## src/hw/rtl/mtep_pkg.sv

```systemverilog
// ----------------------------------------------------------------------------
// mtep_pkg
// Shared types, event codes and status constants of the track event parser.
// ----------------------------------------------------------------------------
package mtep_pkg;

   // width of the running tick counter, wraps at this many bits
   localparam int TIME_BITS = 32;

   localparam int LEN_BITS = 28;

   // event codes carried in event_kind
   localparam logic [3:0] KIND_NOTE_ON     = 4'd0;
   localparam logic [3:0] KIND_NOTE_OFF    = 4'd1;
   localparam logic [3:0] KIND_PROGRAM     = 4'd2;
   localparam logic [3:0] KIND_CHANNEL     = 4'd3;
   localparam logic [3:0] KIND_META        = 4'd4;
   localparam logic [3:0] KIND_SYSEX_DONE  = 4'd5;
   localparam logic [3:0] KIND_ARBITRARY   = 4'd6;
   localparam logic [3:0] KIND_SYSEX_ERR   = 4'd7;
   localparam logic [3:0] KIND_RUNNING_ERR = 4'd8;
   localparam logic [3:0] KIND_UNEXPECTED  = 4'd9;

   // status bytes with special meaning
   localparam logic [7:0] STATUS_META      = 8'hFF;
   localparam logic [7:0] STATUS_SYSEX     = 8'hF0;
   localparam logic [7:0] STATUS_SYSEX_END = 8'hF7;

   // high nibbles of channel status bytes
   localparam logic [3:0] NIB_NOTE_OFF = 4'h8;
   localparam logic [3:0] NIB_NOTE_ON  = 4'h9;
   localparam logic [3:0] NIB_PROGRAM  = 4'hC;

   typedef struct packed {
      logic [7:0] data_byte;
      logic       track_start;
   } req_type;

   typedef struct packed {
      logic [3:0]          event_kind;
      logic [3:0]          channel;
      logic [7:0]          status_byte;
      logic [7:0]          first_data;
      logic [7:0]          second_data;
      logic [31:0]         event_time;
      logic [7:0]          meta_type;
      logic [LEN_BITS-1:0] payload_length;
      logic [7:0]          meta_fourth_byte;
   } rsp_type;

   // data bytes that follow a status byte, indexed by bits 6:4 of the status
   function automatic logic [1:0] data_count(input logic [2:0] nib);
      logic [1:0] cnt;
      case (nib)
         3'd4, 3'd5: cnt = 2'd1;
         3'd7:       cnt = 2'd0;
         default:    cnt = 2'd2;
      endcase
      return cnt;
   endfunction

endpackage

```

## src/hw/rtl/midi_track_event_parser.sv

```systemverilog
// ----------------------------------------------------------------------------
// midi_track_event_parser
// Byte-serial parser for the body of a standard MIDI file track chunk.
// ----------------------------------------------------------------------------
// Takes one track body byte per item and sustains one item per clock cycle while the result side does not stall.
// An accepted byte sits in the input register while the parse step (delta time
// decode, running status, data byte counts, block skipping) runs in plain
// logic; a completed event lands in the result register on the edge at which
// the byte leaves the input register.
// The input side keeps taking bytes while a result waits, as long as the
// result register is free or is being drained in the same cycle.
// Set track_start on the first body byte of every track: it clears tick time,
// running status and the sysex continuation mark and, with reset, is the only
// way out of the fatal error state (missing sysex continuation or running status
// with no prior status). Bytes that yield no event produce no result item.
module midi_track_event_parser (
   input  logic              clock,
   input  logic              reset,
   input  logic              req_valid,
   output logic              req_stall,
   input  mtep_pkg::req_type req_item,
   output logic              rsp_valid,
   input  logic              rsp_stall,
   output mtep_pkg::rsp_type rsp_item
);

   logic              in_valid_ff;
   mtep_pkg::req_type in_item_ff;
   logic              rsp_valid_ff;
   mtep_pkg::rsp_type rsp_item_ff;
   logic              advance;
   logic              step_en;
   logic              emit;
   mtep_pkg::rsp_type emit_item;

   // result register is free or drains this cycle
   assign advance   = !rsp_valid_ff || !rsp_stall;
   // hold the byte only when it has nowhere to go
   assign req_stall = in_valid_ff && !advance;
   assign step_en   = in_valid_ff && advance;

   mtep_core u_core (
      .clock     (clock),
      .reset     (reset),
      .step_en   (step_en),
      .step_item (in_item_ff),
      .emit      (emit),
      .emit_item (emit_item)
   );

   // input register
   always_ff @(posedge clock) begin
      if (reset) begin
         in_valid_ff <= 1'b0;
      end else if (!req_stall) begin
         in_valid_ff <= req_valid;
      end
   end

   always_ff @(posedge clock) begin
      if (req_valid && !req_stall) begin
         in_item_ff <= req_item;
      end
   end

   // result register
   always_ff @(posedge clock) begin
      if (reset) begin
         rsp_valid_ff <= 1'b0;
      end else if (advance) begin
         rsp_valid_ff <= emit;
      end
   end

   always_ff @(posedge clock) begin
      if (advance && emit) begin
         rsp_item_ff <= emit_item;
      end
   end

   assign rsp_valid = rsp_valid_ff;
   assign rsp_item  = rsp_item_ff;

`ifndef NO_ASSERTIONS
   a_stall_cause: assert property (@(posedge clock) disable iff (reset)
      req_stall |-> (in_valid_ff && rsp_valid_ff && rsp_stall))
      else $error("input stalled with the result side free");

   a_step_keeps_result: assert property (@(posedge clock) disable iff (reset)
      (step_en && emit) |=> rsp_valid)
      else $error("event lost on its way to the result register");

   a_pending_byte_held: assert property (@(posedge clock) disable iff (reset)
      (in_valid_ff && !advance) |=> (in_valid_ff && $stable(in_item_ff)))
      else $error("waiting byte dropped or changed");
`endif

endmodule

```

## src/hw/rtl/mtep_core.sv

```systemverilog
// ----------------------------------------------------------------------------
// mtep_core
// Parse state of the track event parser and the per-byte step logic.
// ----------------------------------------------------------------------------
module mtep_core (
   input  logic              clock,
   input  logic              reset,
   input  logic              step_en,
   input  mtep_pkg::req_type step_item,
   output logic              emit,
   output mtep_pkg::rsp_type emit_item
);

   typedef enum logic [2:0] {
      PH_DELTA,
      PH_EVENT,
      PH_DATA1,
      PH_DATA2,
      PH_MTYPE,
      PH_LEN,
      PH_BODY,
      PH_DEAD
   } phase_type;

   localparam int LB = mtep_pkg::LEN_BITS;
   localparam int TB = mtep_pkg::TIME_BITS;

   phase_type         phase_ff, phase_in, e_phase;
   logic [TB-1:0]     tick_ff, tick_in, e_tick;
   logic [31:0]       vlq_ff, vlq_in, e_vlq;
   logic [7:0]        rs_ff, rs_in, e_rs;
   logic              sp_ff, sp_in, e_sp;
   logic [7:0]        first_ff, first_in, e_first;
   logic [7:0]        mtype_ff, mtype_in, e_mtype;
   logic [LB-1:0]     rem_ff, rem_in, e_rem;
   logic [LB-1:0]     blen_ff, blen_in, e_blen;
   logic [7:0]        last_ff, last_in, e_last;
   logic [7:0]        fourth_ff, fourth_in, e_fourth;

   logic [7:0]        b;
   logic [31:0]       acc;
   logic [63:0]       tick_ext;
   logic              do_channel, do_finish, running, hit;
   logic [7:0]        ch_d1, ch_d2;
   logic [1:0]        need;
   logic [3:0]        hi;
   logic [LB-1:0]     rem_dec;
   mtep_pkg::rsp_type item;

   // track start clears the parse state before the byte is taken
   assign e_phase  = step_item.track_start ? PH_DELTA : phase_ff;
   assign e_tick   = step_item.track_start ? '0 : tick_ff;
   assign e_vlq    = step_item.track_start ? '0 : vlq_ff;
   assign e_rs     = step_item.track_start ? '0 : rs_ff;
   assign e_sp     = step_item.track_start ? 1'b0 : sp_ff;
   assign e_first  = step_item.track_start ? '0 : first_ff;
   assign e_mtype  = step_item.track_start ? '0 : mtype_ff;
   assign e_rem    = step_item.track_start ? '0 : rem_ff;
   assign e_blen   = step_item.track_start ? '0 : blen_ff;
   assign e_last   = step_item.track_start ? '0 : last_ff;
   assign e_fourth = step_item.track_start ? '0 : fourth_ff;

   assign b        = step_item.data_byte;
   assign acc      = {e_vlq[24:0], b[6:0]};
   assign tick_ext = 64'(e_tick);
   assign rem_dec  = e_rem - LB'(1);

   always_comb begin
      phase_in   = e_phase;
      tick_in    = e_tick;
      vlq_in     = e_vlq;
      rs_in      = e_rs;
      sp_in      = e_sp;
      first_in   = e_first;
      mtype_in   = e_mtype;
      rem_in     = e_rem;
      blen_in    = e_blen;
      last_in    = e_last;
      fourth_in  = e_fourth;
      do_channel = 1'b0;
      do_finish  = 1'b0;
      running    = 1'b0;
      ch_d1      = '0;
      ch_d2      = '0;
      need       = '0;
      hi         = '0;
      hit        = 1'b0;
      item       = '0;
      item.event_time = tick_ext[31:0];

      unique case (e_phase)
         PH_DELTA: begin
            if (!b[7]) begin
               tick_in  = e_tick + TB'(acc);
               vlq_in   = '0;
               phase_in = PH_EVENT;
            end else begin
               vlq_in = acc;
            end
         end
         PH_EVENT: begin
            if (e_sp && b != mtep_pkg::STATUS_SYSEX_END) begin
               phase_in         = PH_DEAD;
               hit              = 1'b1;
               item.event_kind  = mtep_pkg::KIND_SYSEX_ERR;
               item.status_byte = e_rs;
               item.first_data  = b;
            end else if (!b[7] && e_rs == 8'h00) begin
               phase_in         = PH_DEAD;
               hit              = 1'b1;
               item.event_kind  = mtep_pkg::KIND_RUNNING_ERR;
               item.first_data  = b;
            end else begin
               running = !b[7];
               if (b[7]) begin
                  rs_in = b;
               end
               need = rs_in[7] ? mtep_pkg::data_count(rs_in[6:4]) : 2'd0;
               if (need != 2'd0) begin
                  if (!running) begin
                     phase_in = PH_DATA1;
                  end else begin
                     first_in = b;
                     if (need == 2'd1) begin
                        do_channel = 1'b1;
                        ch_d1      = b;
                     end else begin
                        phase_in = PH_DATA2;
                     end
                  end
               end else if (b == mtep_pkg::STATUS_META || b == mtep_pkg::STATUS_SYSEX
                            || b == mtep_pkg::STATUS_SYSEX_END) begin
                  mtype_in  = '0;
                  fourth_in = '0;
                  last_in   = b;
                  vlq_in    = '0;
                  phase_in  = (b == mtep_pkg::STATUS_META) ? PH_MTYPE : PH_LEN;
               end else begin
                  phase_in         = PH_DELTA;
                  vlq_in           = '0;
                  hit              = 1'b1;
                  item.event_kind  = mtep_pkg::KIND_UNEXPECTED;
                  item.status_byte = rs_in;
                  item.first_data  = b;
               end
            end
         end
         PH_DATA1: begin
            first_in = b;
            if (mtep_pkg::data_count(e_rs[6:4]) == 2'd1) begin
               do_channel = 1'b1;
               ch_d1      = b;
            end else begin
               phase_in = PH_DATA2;
            end
         end
         PH_DATA2: begin
            do_channel = 1'b1;
            ch_d1      = e_first;
            ch_d2      = b;
         end
         PH_MTYPE: begin
            mtype_in = b;
            vlq_in   = '0;
            phase_in = PH_LEN;
         end
         PH_LEN: begin
            if (!b[7]) begin
               blen_in = acc[LB-1:0];
               rem_in  = acc[LB-1:0];
               vlq_in  = '0;
               if (acc[LB-1:0] == '0) begin
                  do_finish = 1'b1;
               end else begin
                  phase_in = PH_BODY;
               end
            end else begin
               vlq_in = acc;
            end
         end
         PH_BODY: begin
            if (e_blen - e_rem == LB'(3)) begin
               fourth_in = b;
            end
            last_in = b;
            rem_in  = rem_dec;
            if (rem_dec == '0) begin
               do_finish = 1'b1;
            end
         end
         PH_DEAD: begin
         end
         default: begin
            phase_in = PH_DELTA;
            vlq_in   = '0;
         end
      endcase

      // channel message complete
      if (do_channel) begin
         hi       = rs_in[7:4];
         phase_in = PH_DELTA;
         vlq_in   = '0;
         hit      = 1'b1;
         if (hi == mtep_pkg::NIB_NOTE_ON && ch_d2 != 8'h00) begin
            item.event_kind = mtep_pkg::KIND_NOTE_ON;
         end else if (hi == mtep_pkg::NIB_NOTE_OFF || hi == mtep_pkg::NIB_NOTE_ON) begin
            item.event_kind = mtep_pkg::KIND_NOTE_OFF;
         end else if (hi == mtep_pkg::NIB_PROGRAM) begin
            item.event_kind = mtep_pkg::KIND_PROGRAM;
         end else begin
            item.event_kind = mtep_pkg::KIND_CHANNEL;
         end
         item.channel     = rs_in[3:0];
         item.status_byte = rs_in;
         item.first_data  = ch_d1;
         item.second_data = ch_d2;
      end

      // meta, sysex or escape block complete
      if (do_finish) begin
         phase_in = PH_DELTA;
         vlq_in   = '0;
         item.payload_length = blen_in;
         if (e_rs == mtep_pkg::STATUS_META) begin
            hit                   = 1'b1;
            item.event_kind       = mtep_pkg::KIND_META;
            item.status_byte      = mtep_pkg::STATUS_META;
            item.meta_type        = e_mtype;
            item.meta_fourth_byte = fourth_in;
         end else if (e_rs == mtep_pkg::STATUS_SYSEX) begin
            if (last_in == mtep_pkg::STATUS_SYSEX_END) begin
               hit              = 1'b1;
               item.event_kind  = mtep_pkg::KIND_SYSEX_DONE;
               item.status_byte = mtep_pkg::STATUS_SYSEX;
            end else begin
               sp_in = 1'b1;
            end
         end else if (!e_sp) begin
            hit              = 1'b1;
            item.event_kind  = mtep_pkg::KIND_ARBITRARY;
            item.status_byte = mtep_pkg::STATUS_SYSEX_END;
         end else if (last_in == mtep_pkg::STATUS_SYSEX_END) begin
            sp_in            = 1'b0;
            hit              = 1'b1;
            item.event_kind  = mtep_pkg::KIND_SYSEX_DONE;
            item.status_byte = mtep_pkg::STATUS_SYSEX_END;
         end
      end
   end

   assign emit      = step_en && hit;
   assign emit_item = item;

   always_ff @(posedge clock) begin
      if (reset) begin
         phase_ff  <= PH_DELTA;
         tick_ff   <= '0;
         vlq_ff    <= '0;
         rs_ff     <= '0;
         sp_ff     <= 1'b0;
         first_ff  <= '0;
         mtype_ff  <= '0;
         rem_ff    <= '0;
         blen_ff   <= '0;
         last_ff   <= '0;
         fourth_ff <= '0;
      end else if (step_en) begin
         phase_ff  <= phase_in;
         tick_ff   <= tick_in;
         vlq_ff    <= vlq_in;
         rs_ff     <= rs_in;
         sp_ff     <= sp_in;
         first_ff  <= first_in;
         mtype_ff  <= mtype_in;
         rem_ff    <= rem_in;
         blen_ff   <= blen_in;
         last_ff   <= last_in;
         fourth_ff <= fourth_in;
      end
   end

`ifndef NO_ASSERTIONS
   a_dead_holds: assert property (@(posedge clock) disable iff (reset)
      (step_en && phase_ff == PH_DEAD && !step_item.track_start) |=> phase_ff == PH_DEAD)
      else $error("dead phase left without track start");

   a_fatal_goes_dead: assert property (@(posedge clock) disable iff (reset)
      (emit && (emit_item.event_kind == mtep_pkg::KIND_SYSEX_ERR
                || emit_item.event_kind == mtep_pkg::KIND_RUNNING_ERR))
      |=> phase_ff == PH_DEAD)
      else $error("fatal error did not stop parsing");

   a_status_form: assert property (@(posedge clock) disable iff (reset)
      rs_ff == 8'h00 || rs_ff[7])
      else $error("running status holds a data byte");
`endif

endmodule

```

## config.mk

```make
export PLATFORM = sky130hd
export DESIGN_NAME = midi_track_event_parser
export DESIGN_NICKNAME = d
export VERILOG_FILES = /design/src/hw/rtl/mtep_pkg.sv /design/src/hw/rtl/midi_track_event_parser.sv /design/src/hw/rtl/mtep_core.sv
export SDC_FILE = /design/constraint.sdc
export NUM_CORES = 1
export LEC_CHECK = 0
export BUFFER_PORTS_ARGS = -buffer_cell sky130_fd_sc_hd__buf_2
export CORE_UTILIZATION = 45
export CTS_CLUSTER_SIZE = 16
export DETAILED_ROUTE_END_ITERATION = 10
export PLACE_DENSITY_LB_ADDON = 0.25
export SLEW_MARGIN = 30
export SYNTH_ARGS = -nofsm -noshare
export SYNTH_HDL_FRONTEND = slang
export SYNTH_HIERARCHICAL = 1
export SYNTH_SLANG_ARGS = --single-unit
```

## constraint.sdc

```tcl
create_clock -name clock -period 29.5 [get_ports clock]
set_input_delay 5.9 -clock clock [delete_from_list [all_inputs] [get_ports clock]]
set_output_delay 5.9 -clock clock [all_outputs]
set_load 0.05 [all_outputs]
```

# [Yosys cells after proc, flatten, opt, wreduce, memory -nomap -nowiden]
# Index checks and enable logic that the tools add are counted.
[word_totals] reg_bits=283 in_bits=13 out_inout_bits=110 elab_cells=214
[classes] n_addsub=3 eq_ne=25 mux=135 reduce_logical=27
[op_table] cell="32-bit 2-to-1 mux" count=11
[op_table] cell="8-bit 2-to-1 mux" count=43
[op_table] cell="28-bit 2-to-1 mux" count=5
[op_table] cell="32-bit case mux with 3 select lines" count=1
[op_table] cell="16-bit 2-to-1 mux" count=4
[op_table] cell="8-bit case mux with 2 select lines" count=4
[op_table] cell="28-bit logical NOT" count=2
[op_table] cell="28-bit case mux with 2 select lines" count=1
[op_table] cell="8-bit == test (second input constant)" count=6
[op_table] cell="4-bit 2-to-1 mux" count=12
[op_table] cell="3-bit 2-to-1 mux" count=13
[op_table] cell="32-bit adder" count=1
[op_table] cell="1-bit 2-to-1 mux" count=29
[op_table] cell="28-bit by 2-bit == test with 1-bit output (second input constant)" count=1
[op_table] cell="28-bit by 1-bit subtractor with 28-bit output (second input constant)" count=1
[op_table] cell="28-bit subtractor" count=1
[op_table] cell="3-bit == test (second input constant)" count=9
[op_table] cell="8-bit case mux with 3 select lines" count=1
[op_table] cell="3-bit case mux with 5 select lines" count=1
[op_table] cell="4-bit == test (second input constant)" count=3
[op_table] cell="2-bit 2-to-1 mux" count=5
[op_table] cell="1-bit logical AND" count=8
[op_table] cell="8-bit logical NOT" count=1
[op_table] cell="8-bit != test (second input constant)" count=1
[op_table] cell="other kinds (14)" count=26

# [Logic depth before layout (Yosys ltp)]
# Gate-level depths: netlist (run 1).
[depth] ltp_word=28 depth_mapped=25 depth_no_buf=18

# [Hierarchy]
# Netlist (run 1), hierarchy kept.
[modules_own_cells] module="mtep_core" n_inst=1 cells_each=1691 area_each_um2=12350.6 seq_area_each_um2=3143.0
[modules_own_cells] module="midi_track_event_parser" n_inst=1 cells_each=128 area_each_um2=3607.2 seq_area_each_um2=3553.4

# [Worst setup path after synthesis (run 1)]
# OpenSTA, ideal clock, no wires.
[synth_path] kind="input port to flip-flop" startpoint="in rsp_stall" endpoint="reg rsp_item_ff (netlist bit rsp_item[0]) (enable)" t_arrival_ps=15184 required_time_ps=28762 path_slack_ps=13578 cell_stages=6 n_path_buf=3 cell_sequence="a21boi_0 > clkbuf_1 > clkbuf_1 > clkbuf_1 > a21boi_0 > a21boi_0"
[synth_between] elab_chain_len=5
[synth_lines] item="from (decl)" line="midi_track_event_parser.sv:23" source="input logic rsp_stall,"
[synth_lines] item="1-bit logical NOT" line="midi_track_event_parser.sv:37" source="assign advance = !rsp_valid_ff || !rsp_stall;"
[synth_lines] item="1-bit logical OR" line="midi_track_event_parser.sv:37"
[synth_lines] item="1-bit logical AND" line="midi_track_event_parser.sv:40" source="assign step_en = in_valid_ff && advance;"
[synth_lines] item="1-bit logical AND" line="mtep_core.sv:252" source="assign emit = step_en && hit;"
[synth_lines] item="via emit" line="midi_track_event_parser.sv:33" source="logic emit;"
[synth_lines] item="1-bit logical AND" line="midi_track_event_parser.sv:76" source="if (advance && emit) begin"
[synth_lines] item="to (signal assigned)" line="midi_track_event_parser.sv:77" source="rsp_item_ff <= emit_item;"
[synth_lines] item="to (decl)" line="midi_track_event_parser.sv:30" source="mtep_pkg::rsp_type rsp_item_ff;"
# The timed path passes the listed nets, and every way through them passes these cells.
# A chain may end at the register's enable or synchronous reset.

# [Final worst setup path (run 1)]
[layout_path] startpoint="in rsp_stall" endpoint="out req_stall"
[layout_between] elab_chain_len=4
[layout_lines] item="1-bit logical NOT" line="midi_track_event_parser.sv:37"
[layout_lines] item="1-bit logical OR" line="midi_track_event_parser.sv:37"
[layout_lines] item="1-bit logical NOT" line="midi_track_event_parser.sv:39" source="assign req_stall = in_valid_ff && !advance;"
[layout_lines] item="1-bit logical AND" line="midi_track_event_parser.sv:39"
[layout_lines] item="to (decl)" line="midi_track_event_parser.sv:20" source="output logic req_stall,"
# No other way between the ends.

==> results.md, run 1 <==
- Area delta synth->final: 12.2%
- Fin Clk Skew: 18.3 ps
- Post-Syn Instances: around 1800
- Post-DP HPWL: a little over 30000 um
- Gates resized, CTS repair: 0
- Yosys top cell area share: 22.0%
- Detailed-route via count: between 10000 and 15000
- Routed Antenna Nets: 0
- Final Instance Area: ~18000 um^2
- Post-route minimum period: about 12000 ps
- Clock sinks: about 280
- Final wirelength: ~46000 um
- Most used cell along the critical path: buf_2
- Area occupied by multi-input gates: 8650 um^2
- GR Layer Usage met2: between 30% and 40%
- Initial Util: a little under half
- Worst Hold Class: flip-flop to flip-flop
- Seq/Total Area, Yosys: a little over two fifths
- Hold depth: 2
- Die area: ~36000 um^2
- Initial detailed-routing violation count: between 1000 and 1500
- Clock transition at path regs: 60 ps
- TritonCTS clock tree: yes
- Flip-flop and latch area: about 6700 um^2
- Switching portion of total power: 24.5%
- Async set or reset register ratio after synthesis: 0%
- Clk_lat worst skew: roughly 560 ps
- M3 GR Usage: approximately 2.7%
- Switching pwr: 0.216 mW
- CP endpoint kind: primary output
- Ratio of total power to cell area: 49.2 nW/um^2
- Part of the power in registers: 46.0%
- Global-route wire length before repair: around 71000 um
- Root Driver: clkbuf_16
- Placed inst area: approximately 17000 um^2
- Most area-consuming cells after synthesis: edfxtp_1, dfxtp_1, a21oi_1, nor2_1, nor2b_1
- Synthesized net count: approximately 1900
- EDFF count, synth: 117
- Synthesis-stage register bit count: about 280
- Die Ht: 190 um
- Largest net degree at the start of global routing: ~170
- Crit path arrival time: approximately 6500 ps
- Port Buf Inserts: 122
- RSZ-0062 raised after global routing: false
- Synth Flop Type: dfxtp_1
- Setup CP Type: primary input to primary output
- Post-CTS setup repair buffer count: 0
- Max IR drop VDD: 0.0000507 V
- Row count: roughly 70
- Worst Path Max Fanout: 4
- # setup viols final: 0
- CTS H-tree depth: 1
- Synth cell count leaders: nor2_1, nand2_1, dfxtp_1
- Static leakage: between 6 and 7 nW
- Max-slew violations: 0
- Worst-path cell chain: buf_2 > nand3_2 > inv_1 > buf_2
- Warnings, synthesis: 6
- GR met1 Demand/Resource: about 34%
- Vias in the first global route: 13100
- ANT cells: 0
- Clock share of power: approximately 45%
- Data required, critical path: around 24000 ps
- GPL Wtd Cong: 0.907
- CTS buffer count: 29
- Setup TNS: 0 ps
- I/O pin cnt: 123
- Maxcap violations: 0
- Die W: 190 um
- Slowest cell on the critical path: buf_2
- Worst path max stage delay: 260 ps
- Initial antenna violation count: 0
- Grt peak-use layer: met2
- Normalized max-slew margin: between 30% and 40%
- Cell Area, Synth: ~16000 um^2
- Drt pass-1 iters: 8
- Crit path launch type: primary input
- GRT overflow: 0
- Yosys cell types: 83
- Share of cells above drive strength 1: a little under an eighth
- Final Hold Vio Count: 0
- Core area: 34700 um^2
- Outcome: complete, no violations
- Cts hold-fix bufs: 0
- Fmax: roughly 80 MHz
- Largest area contributor in the netlist: edfxtp_1
- Drt drc: 0
- Comb pwr share: 9.5%
- Worst r2r src: in_item_ff[0]
- Fill count: around 3200
- Crit. Startpoint: rsp_stall
- HP Start: u_core/sp_ff
- Slew @ Worst Pin: between 900 and 1000 ps
- Most numerous cell in the Yosys netlist: nor2_1
- Nets: 1942
- Tot GR Track Use: between 20% and 30%
- Synth Area per Inst: around 8.8 um^2
- R2r worst-path depth: 17
- Vias per inst: around 6.1
- Clk buf depth: 3
- Reg2reg setup slack: 22400 ps
- WL per Instance: a little under 20 um
- Final worst path period share: 42.2%
- Internal: between 0.6 and 0.7 mW
==> path summary, 6_finish.rpt <==
path / endpoint
hold / removal: u_core/sp_ff
hold reg to reg: u_core/sp_ff
setup reg to reg: rsp_item[10]
setup / recovery: req_stall
==> cells in the final DEF (no fill, tap or decap), types with 18 or more instances in the layout <==
master / count
nand2_1: 167
xnor2_1: 49
dfxtp_1: 159
clkbuf_16: 29
a22oi_1: 79
nand3_1: 33
nor2_1: 192
buf_4: 24
a32oi_1: 18
a31oi_1: 22
nor2b_1: 105
a21oi_1: 149
and2_1: 20
edfxtp_1: 117
a22o_1: 46
o21ai_0: 76
inv_1: 41
ha_1: 51
nor3_1: 46
a21o_1: 29
buf_2: 121
==> state kept, by name (all words and copies together), names as in the netlist <==
| register | flops |
|---|---|
| u_core/first_ff | 8 |
| u_core/phase_ff | 3 |
| u_core/sp_ff | 1 |
| in_item_ff | 9 |
| u_core/mtype_ff | 8 |
| u_core/last_ff | 8 |
| u_core/vlq_ff | 25 |
| rsp_valid | 1 |
| u_core/rs_ff | 8 |
| u_core/fourth_ff | 8 |
| u_core/rem_ff | 28 |
| in_valid_ff | 1 |
| rsp_item | 108 |
| u_core/blen_ff | 28 |
| u_core/tick_ff | 32 |
==> routing by layer <==
metal / vias to the layer above / wire length (um)
met4: 0 / 1120
met1: 6907 / 20100
met2: 553 / 21100
met3: 80 / 3240
li1: 6818 / -
met5: - / 0
==> power by group through the flow <==
stage	Combinational [mW]	Clock (mW)	Sequential, mW
final	0.0837	0.392	0.406
after floorplan	0.0589	0	0.414
after detailed placement	0.0815	0	0.414
after global routing	0.0902	0.413	0.406
after CTS	0.0820	0.397	0.405
after global placement	0.0802	0	0.413
==> metrics by stage <==
stage | power, mW | hold slack [ps] | util [%] | cells | worst slack (ps)
after detailed placement | 0.495 | 444 | 48.6 | 2300 | 17060
after global placement | 0.494 | 436 | 48.6 | 2300 | 17080
after floorplan | 0.473 | 427 | - | 1819 | 13580
after global routing | 0.909 | 481 | 51.6 | 2353 | 17020
after CTS | 0.885 | 453 | 51.5 | 2353 | 17060
final | 0.881 | 452 | 51.6 | 2353 | 17060
==> logic make-up (layout without fill, tap and decap cells) <==
group	after synthesis	in the layout	share of synthesized area, %
compound gates	553	553	23.5
xor+xnor	66	66	3.67
fa+ha+maj	54	54	4.31
buf+inv	162	241	4.06
flops	276	276	42.0
mux	12	12	0.768
simple gates	696	696	21.7
==> layout make-up <==
type                    instances  area share, %
clock buffers                  37           4.39
flip-flops and latches        276           37.4
clock inverters                16           1.29
inverters                      42          0.881
multi-input cells            1381           48.4
well taps                     455           3.18
repair buffers                146           4.50
==> critical path: cells and delay by family <==
family | cells | cell delay (ps)
buffers and inverters | 3 | 530
AND/OR/NAND/NOR | 1 | 110
(Power assumes the default switching activity.)
==> run 2, diff against run 1 <==
Clock period 29.5 ns to 10.8 ns, I/O delays scaled along.
==> results.md, run 2 (same netlist as run 1, synthesis figures left out) <==
- Global-route wire length before repair: 72900 um
- Share of cells above drive strength 1: 11.7%
- Core area: between 30000 and 40000 um^2
- Clock share of power: between 40% and 50%
- Slowest cell on the critical path: buf_4
- Worst Hold Class: flip-flop to flip-flop
- WL per Instance: roughly 20 um
- Crit path launch type: flip-flop
- ANT cells: 0
- Detailed-route via count: roughly 14000
- Final Hold Vio Count: 0
- Final worst path period share: between 50% and 60%
- Internal: 1.74 mW
- Data required, critical path: between 10000 and 15000 ps
- Drt pass-1 iters: 6
- Nets: slightly below 2000
- CP endpoint kind: flip-flop
- Setup CP Type: flip-flop to flip-flop
- Tot GR Track Use: between 20% and 30%
- Port Buf Inserts: 122
- Normalized max-slew margin: about two fifths
- Placed cell count: around 2300
- Drt drc: 0
- Ratio of total power to cell area: 130 nW/um^2
- Part of the power in registers: a little under half
- Clk buf depth: 3
- RSZ-0062 raised after global routing: false
- Max IR drop VDD: roughly 0.00016 V
- Worst Hold Margin: 453 ps
- Switching pwr: 0.594 mW
- Routed Antenna Nets: 0
- Post-DP HPWL: 32200 um
- Cts hold-fix bufs: 0
- Clk_lat worst skew: between 500 and 600 ps
- Die Ht: approximately 190 um
- Initial detailed-routing violation count: around 1300
- Worst Path Buf+Inv: 5
- Area delta synth->final: 11.9%
- Largest net degree at the start of global routing: 170
- Critical path's top delay family: buffers and inverters
- I/O pin cnt: 123
- Comb pwr share: around a tenth
- Die W: 190 um
- Die area: about 36000 um^2
- CTS buffer count: 29
- Vias in the first global route: 13000
- Worst path max stage delay: 690 ps
- Fmax: around 160 MHz
- GRT overflow: 0
- Outcome: complete, no violations
- Vias per inst: roughly 6.0
- Post-CTS setup repair buffer count: 0
- Initial Util: 46.0%
- CTS H-tree depth: 1
- PnR Total Power: 2.33 mW
- GPL Wtd Cong: just over 0.9
- Maxcap violations: 0
- Most used cell along the critical path: buf_4
- Worst-path cell chain: inv_1 > buf_4 > nand2_1 > ha_1 > o21ai_1 > nor3_1 > and3_1 > or3_1 > o21ai_0 > a41oi_1 > o41a_1 > buf_4 > a21o_1 > a21boi_0 > a21boi_4 > buf_4 > buf_4
- Fill count: around 3300
- Setup TNS: 0 ps
- # setup viols final: 0
- Clock transition at path regs: roughly 60 ps
- Final cell count without fillers: roughly 2400
- Post-route minimum period: 6440 ps
- Fin Clk Skew: 10.9 ps
- Gates resized, CTS repair: 0
- Crit path arrival time: 6630 ps
- Clock sinks: about 280
- Switching portion of total power: about a quarter
- Largest register FFs: around 110
- Worst Path Max Fanout: 60
- Reg2reg setup slack: about 4400 ps
- Row count: 68
- Commonest non-fill, non-tap cell in the layout: nor2_1
- Final wirelength: between 40000 and 50000 um
- Most frequent cells in the layout: nor2_1, nand2_1, dfxtp_1, a21oi_1, buf_2
- Initial antenna violation count: 0
- TritonCTS clock tree: yes
- Root Driver: clkbuf_16
- Max-slew violations: 0
- Static leakage: 6.67 nW
- Slew @ Worst Pin: 895 ps
-- run 2: changes by cell type in the layout (fill, tap and decap cells not counted), moves of 3 or more --
cell / previous run / this run
clkbuf_16: 29 / 33
clkinv_2: 6 / 3
buf_4: 24 / 27
bufinv_16: 6 / 0
clkbuf_1: 5 / 8
inv_6: 0 / 3
-- run 2: layout make-up --
| type | instances | area [um^2] | share of cell area, % |
|---|---|---|---|
| sequential | 276 | 6700 | 37.5 |
| multi-input combinational | 1381 | 8650 | 48.4 |
| clock buffer | 43 | 883 | 4.95 |
| clock inverter | 11 | 82.6 | 0.462 |
| tap | 455 | 569 | 3.19 |
| timing repair buffer | 149 | 828 | 4.64 |
| inverter | 42 | 158 | 0.883 |
-- run 2: metal layers --
layer  wire, um  global-route usage [%]  vias up
met3       2750                    2.47       65
met5          0                       0        -
li1           -                       -     6818
met1      21100                    35.8     6809
met4        922                    6.46        0
met2      21300                    40.4      469
-- run 2: final timing paths --
path	end	start	cells after the start
hold reg to reg	u_core/tick_ff[4]	u_core/tick_ff[4]	2
setup reg to reg	rsp_item[11]	in_item_ff[0]	17
setup / recovery	rsp_item[11]	in_item_ff[0]	17
hold / removal	u_core/tick_ff[4]	u_core/tick_ff[4]	2
-- run 2: power by group through the flow --
stage	Clock [mW]	Sequential (mW)	Combinational (mW)
floorplan	0	1.13	0.161
global placement	0	1.13	0.225
detailed placement	0	1.13	0.227
CTS	1.01	1.11	0.228
global route	1.06	1.11	0.252
finish	0.992	1.11	0.231
-- run 2: worst register-to-register path, delay by kind of cell, from the launching register on --
kind	cells	cell delay (ps)
AND/OR/NAND/NOR	4	1110
adder cells (fa/ha/maj)	1	330
buffers and inverters	5	2530
AO/OA/AOI/OAI	7	1620
flip-flops	1	430
-- run 2: stage by stage --
| stage | instance area, um^2 | setup slack (ps) | util [%] |
|---|---|---|---|
| after global placement | 16900 | 4590 | 48.7 |
| after floorplan | 16000 | 357 | - |
| after global routing | 17900 | 3910 | 51.5 |
| after detailed placement | 16900 | 4360 | 48.7 |
| final | 17900 | 4360 | 51.5 |
| after CTS | 17900 | 4370 | 51.5 |
